--- src/rtl/core/imptq_pkg.sv ---
// Package for the indexed max-priority task queue.
// Holds request/response structs, per-cell entry and control types, and codes.
// No dependencies.
`default_nettype none
package imptq_pkg;

  localparam int ID_W  = 20;
  localparam int PRI_W = 32;
  localparam int KEY_W = PRI_W + ID_W;

  // Command codes
  localparam logic [1:0] CMD_ADD    = 2'd0;
  localparam logic [1:0] CMD_EDIT   = 2'd1;
  localparam logic [1:0] CMD_REMOVE = 2'd2;
  localparam logic [1:0] CMD_EXEC   = 2'd3;

  // Status codes
  localparam logic [1:0] ST_OK     = 2'd0;
  localparam logic [1:0] ST_FULL   = 2'd1;
  localparam logic [1:0] ST_ABSENT = 2'd2;
  localparam logic [1:0] ST_DUP    = 2'd3;

  typedef struct packed {
    logic [1:0]       cmd;
    logic [ID_W-1:0]  user_id;
    logic [ID_W-1:0]  task_id;
    logic [PRI_W-1:0] priority_req;
  } in_req_t;

  typedef struct packed {
    logic [1:0]      status;
    logic            found;
    logic [ID_W-1:0] user_out;
  } out_rsp_t;

  // One stored task
  typedef struct packed {
    logic             valid;
    logic [ID_W-1:0]  task_id;
    logic [ID_W-1:0]  user_id;
    logic [PRI_W-1:0] prio;
  } entry_t;

  // Per-cycle operation broadcast to every cell
  typedef enum logic [2:0] {
    OP_HOLD   = 3'd0,
    OP_PROBE  = 3'd1,
    OP_INSERT = 3'd2,
    OP_DELETE = 3'd3,
    OP_POP    = 3'd4
  } cell_op_t;

  typedef struct packed {
    cell_op_t         op;
    logic [ID_W-1:0]  task_id;
    logic [ID_W-1:0]  user_id;
    logic [PRI_W-1:0] prio;
  } cell_ctl_t;

endpackage
`default_nettype wire

--- src/rtl/core/imptq_cell.sv ---
// One cell of the sorted task chain: holds one entry, trades with its neighbors.
// Depends on imptq_pkg.
`default_nettype none
module imptq_cell (
  input  wire                 clk,
  input  wire                 rst_n,
  input  imptq_pkg::cell_ctl_t ctl,
  input  imptq_pkg::entry_t   left_ent,
  input  wire                 left_ins,
  input  imptq_pkg::entry_t   right_ent,
  output imptq_pkg::entry_t   ent,
  output logic                ins,
  output logic                match
);

  imptq_pkg::entry_t ent_r, ent_nxt;
  logic ins_r, ins_nxt;
  logic match_r, match_nxt;
  logic [imptq_pkg::KEY_W-1:0] my_key, bc_key;

  assign my_key = {ent_r.prio, ent_r.task_id};
  assign bc_key = {ctl.prio, ctl.task_id};

  // Next entry and probe flags
  always_comb begin
    ent_nxt   = ent_r;
    ins_nxt   = ins_r;
    match_nxt = match_r;
    case (ctl.op)
      imptq_pkg::OP_PROBE: begin
        // insert point: empty or broadcast key ranks above mine
        ins_nxt   = !ent_r.valid || (bc_key > my_key);
        match_nxt = ent_r.valid && (ent_r.task_id == ctl.task_id);
      end
      imptq_pkg::OP_INSERT: begin
        if (left_ins) begin
          ent_nxt = left_ent;
        end else if (ins_r) begin
          ent_nxt.valid   = 1'b1;
          ent_nxt.task_id = ctl.task_id;
          ent_nxt.user_id = ctl.user_id;
          ent_nxt.prio    = ctl.prio;
        end
      end
      imptq_pkg::OP_DELETE: begin
        // cells at or behind the removed key close the gap
        if (ent_r.valid && (my_key <= bc_key)) begin
          ent_nxt = right_ent;
        end
      end
      imptq_pkg::OP_POP: begin
        ent_nxt = right_ent;
      end
      default: begin
        ent_nxt = ent_r;
      end
    endcase
  end

  always_ff @(posedge clk) begin
    if (!rst_n) begin
      ent_r.valid <= 1'b0;
      ins_r       <= 1'b0;
      match_r     <= 1'b0;
    end else begin
      ent_r   <= ent_nxt;
      ins_r   <= ins_nxt;
      match_r <= match_nxt;
    end
  end

  assign ent   = ent_r;
  assign ins   = ins_r;
  assign match = match_r;

endmodule
`default_nettype wire

--- config.mk ---
export PLATFORM = sky130hd
export DESIGN_NAME = imptq_cell
export DESIGN_NICKNAME = d
export VERILOG_FILES = /design/src/rtl/core/imptq_pkg.sv /design/src/rtl/core/imptq_cell.sv
export SDC_FILE = /design/constraint.sdc
export NUM_CORES = 1
export LEC_CHECK = 0
export CELL_PAD_IN_SITES_DETAIL_PLACEMENT = 1
export CELL_PAD_IN_SITES_GLOBAL_PLACEMENT = 1
export CORE_ASPECT_RATIO = 1.1
export CORE_MARGIN = 3
export CORE_UTILIZATION = 35
export DETAILED_ROUTE_END_ITERATION = 12
export DONT_BUFFER_PORTS = 1
export PLACE_DENSITY = 0.66
export SLEW_MARGIN = 5
export SYNTH_ARGS = -nofsm -noshare
export SYNTH_HDL_FRONTEND = slang
export SYNTH_SLANG_ARGS = --single-unit
--- constraint.sdc ---
create_clock -name clk -period 11.03 [get_ports clk]
set_clock_uncertainty 0.2 [all_clocks]
set_input_delay 0.5515 -clock clk [delete_from_list [all_inputs] [get_ports clk]]
set_output_delay 0.5515 -clock clk [all_outputs]
set_load 0.05 [all_outputs]
# --- Word-level counts from Yosys, hierarchy flattened ---
# Cells that the tools add are included.
op_classes:
  n_reduce_logical: 7
  order_cmp: 2
  n_mux: 4
  n_eq_ne: 7
op_table:
  columns: ["operator", "count"]
  rows:
  - ["$mux 73", 3]
  - ["$pmux 73 s3", 1]
  - ["$gt 52x52->1", 1]
  - ["$le 52x52->1", 1]
  - ["$eq 20x20->1", 1]
  - ["$eq 3x2->1 const B", 2]
  - ["$reduce_and 4->1", 1]
  - ["$eq 3x1->1 const B", 1]
  - ["$eq 3x3->1 const B", 1]
  - ["$ne 3x3->1 const B", 1]
  - ["$reduce_and 3->1", 1]
  - ["$reduce_bool 3->1", 1]
  - ["$logic_and 1x1->1", 2]
  - ["$ne 2x2->1 const B", 1]
  - ["$logic_not 1->1", 1]
  - ["$logic_or 1x1->1", 1]
word_totals:
  output_inout_bits: 75
  elab_cells: 26
  reg_bits: 75
  input_bits: 224

# --- Depth between registers and ports, before layout ---
logic_depth:
  word_depth: 4
  mapped_depth: 9
  ltp_nobuf: 9

# --- Worst setup path after synthesis ---
# Ideal clock, no wire load.
synth_timing:
  path_kind: "reg-to-reg"
  from: "register ent_r, in the netlist ent[14]"
  to: "register ent_r, in the netlist ent[0] (enable)"
  setup_slack_ns: 4.748
  required_ns: 10.304
  setup_ns: 0.526
  period_less_slack_ns: 6.282
  arrival_time_ns: 5.556
  n_path_buf: 0
  stages_incl_launch_ff: 9
  path_cell_list: "edfxtp_1 -> ha_1 -> a21oi_1 -> nand2_1 -> a221oi_1 -> o211ai_1 -> a211oi_1 -> o21ai_0 -> a21oi_1"
synth_between:
  elab_chain_cells: 4
synth_lines:
  columns: ["element", "line_no", "source"]
  rows:
  - ["from (decl)", "imptq_cell.sv:16", "imptq_pkg::entry_t ent_r, ent_nxt;"]
  - ["from (signal assigned)", "imptq_cell.sv:66", "ent_r <= ent_nxt;"]
  - ["$le 52x52->1", "imptq_cell.sv:47", "if (ent_r.valid && (my_key <= bc_key)) begin"]
  - ["$logic_and 1x1->1", "imptq_cell.sv:47", null]
  - ["$ne 2x2->1 (no source line)", null, null]
  - ["$reduce_and 4->1 (no source line)", null, null]
# Every way passes these cells.
# A chain may end at the register's enable or synchronous reset.

# --- Worst setup path after layout ---
layout_timing:
  from: "register ent_r, in the netlist ent[30]"
  to: "register ent_r, in the netlist ent[14] (enable)"
# Same word-level chain as after synthesis.

==> metrics <==
WL/cell=21.5 um; vias in the first global route=4185; input/output buffers=0; Antenna Cells=0; vias per cell=5.51; CTS tree=done; slowest CP cell=buf_4; Yosys top cell area share=0.421; antenna viol nets, final=0; gr usage total=0.183; Worst setup EP type=flop; largest family of logic cells by synthesized area=multiplexers; Horiz. Die Dim=122 um; clock-pin slew on the worst setup and hold paths=0.06 ns; Slew headroom=0.450; Worst-Margin Slew=0.825 ns; combinational share of power=0.125; TritonRoute pass-1 iters=4; global-route wire length before repair=22.6 mm; Post-Synth XOR/XNOR Area=0; Crit Path Class=reg2reg; hpwl dp=12.3 mm; overall power=0.825 mW; I/O Pins=299; largest net degree at the start of global routing=87; antenna violations before repair=0; Seq pwr share=0.471; instance area after placement=5330 um2; final net count=just under 800; routability cong.=0.771; maxcap violations=0; Resized cells post-CTS=0; hold_buf cts=0; outcome=complete, no violations; clk buf depth=2; post-synthesis simple-gate area fraction=0.119; Placement Rows=45; total CTS buffers=9; Die Y=133 um; Sw Share=0.274; Critical Path Max Stage Delay=around 0.68 ns; clock share of power=0.404; Remaining Overflow, GRT=0; switching power=0.226 mW; Vias=just under 4000; internal power component=approximately 0.6 mW; Syn Nets=802; Syn Std Cell Area=about 5100 um2; Post-synth EDFFs=72; Fin Setup TNS=0 ns; HP Class=in2reg; synth unique cells=33; Hold Fails Final Rpt=0; adder-cell area share of the yosys netlist=0.127; core area=14100 um2; top_reg_cell synth=edfxtp_1; worst skew pair latency=0.34 ns; Compound-Gate Fraction of Synth Area=0.125; final period utilization=0.392; Post-CTS Repair Setup Buffers=0; VDD IR max=between 50 and 60 uV; Max H-tree Level=3; Final Max Slew Viols=0; Power Density=146 nW/um2; post-synth top area cell=edfxtp_1; worst hold slack=0.184 ns; clock sinks=75; final setup vio count=0; RSZ-0062 raised after global routing=false; Clk Tree Root Cell=clkbuf_16; Final min period=4.32 ns; post-route cell area=5660 um2; 1st-iter DRT viols=156; crit path DAT=4.09 ns; top post-synthesis cells by count=a21oi_1 (97), nor2_1 (79), edfxtp_1 (72), mux2i_1 (72), inv_1 (53); die area=around 16000 um2; Synth area leaders=edfxtp_1 (42%), mux2i_1 (14%), ha_1 (13%); share of post-route cells with drive strength above 1=0.0403; Residual DRC=0; post-synthesis mux area share=0.140; Syn Area/Cell=9.77 um2; total wire length=15.2 mm; synth warn=0; #FFs+latches synth=75; CP Max Fanout=52; Mapped Cells=around 530; Initial Utilization=0.365; synth-to-layout area growth=10.2%; fill count=between 1500 and 2000; register area share after synthesis=0.432; leakage=2.41 nW; asr flop ratio synth=0; Max Fclk=231 MHz; CP required=about 11 ns; most common cell in the netlist=a21oi_1; crit-path cells=ha_1 > a21oi_1 > nand2_1 > a221oi_1 > nand3_1 > a211oi_1 > o21ai_0 > a21oi_4 > buf_4; Startpoint Class=flop
## registers in the layout, summed over array words and instances, names as in the netlist
register,cells
ent,73
ins,1
match,1
## metrics by stage
stage          instances  setup WS [ns]  utilization
2_1_floorplan        526           4.75            -
3_3_place_gp         693           6.76        0.379
3_5_place_dp         693           6.63        0.379
4_1_cts              709           6.61        0.402
5_1_grt              709           6.38        0.402
6_report             709           6.71        0.402
## power groups by stage
stage	clock, mW	combinational (mW)	sequential [mW]
CTS	0.343	0.106	0.389
floorplan	0	0.0868	0.391
detailed placement	0	0.105	0.395
global route	0.356	0.120	0.390
global placement	0	0.0995	0.395
finish	0.333	0.103	0.389
## critical path, delay by kind of cell, from the launching register on
family / cells / cell delay [ns]
AOI/OAI and AO/OA: 5 / 1.68
adders and majority gates: 1 / 0.43
buffers and inverters: 1 / 0.68
DFF: 1 / 0.63
and+or+nand+nor: 2 / 0.24
## logic make-up (layout without fill, tap and decap cells)
family,Yosys count,count (layout)
buffers and inverters,77,72
AOI/OAI and AO/OA,121,121
muxes,72,72
adders and majority gates,52,52
DFF,75,75
and+or+nand+nor,129,129
## cells in the final DEF (no fill, tap or decap)
master      n
a211oi_1    2
a21o_1      1
a21oi_1    95
a21oi_4     2
a221oi_1    2
a32oi_1     1
a41oi_1     1
and3b_1     1
and4_1      6
buf_4       3
bufinv_16   3
clkbuf_1    1
clkbuf_16   9
clkinv_1    1
clkinv_2    2
dfxtp_1     3
edfxtp_1   72
ha_1       52
inv_1      53
mux2i_1    72
nand2_1    17
nand2b_1    2
nand3_1     4
nand3b_1    1
nand4_1     9
nand4_2     1
nand4bb_1   1
nor2_1     79
nor2b_1     3
nor3_1      1
nor3b_1     2
nor4_4      1
o211ai_1    2
o21ai_0    11
o221ai_1    2
o22ai_1     1
o31ai_1     1
or4b_1      1
## path summary, 6_finish.rpt
check                     startpoint            endpoint  slack [ns]  cells past startpoint
setup / recovery   ent[30]$_DFFE_PP_   ent[14]$_DFFE_PP_        6.71                      9
hold / removal                 rst_n  match$_SDFFE_PN0N_        0.18                      2
setup reg to reg   ent[30]$_DFFE_PP_   ent[14]$_DFFE_PP_        6.71                      9
hold reg to reg   match$_SDFFE_PN0N_  match$_SDFFE_PN0N_        0.55                      2
## layout make-up
| type | count | area (um2) | share of cell area |
|---|---|---|---|
| multi-input combinational | 374 | 2650 | 0.468 |
| sequential | 75 | 2220 | 0.392 |
| tap | 188 | 235 | 0.0415 |
| clock buffer | 10 | 229 | 0.0404 |
| inverter | 53 | 199 | 0.0351 |
| clock inverter | 6 | 104 | 0.0183 |
| timing repair buffer | 3 | 22.5 | 0.00398 |
## metal layers
metal  vias up  GRT usage  routed length, um
li1       1888          -                  -
met1      1808      0.188               5360
met2       194      0.334               8040
met3        19     0.0663               1520
met4         0     0.0710                308
met5         -          0                  0
(Power assumes the default switching activity.)
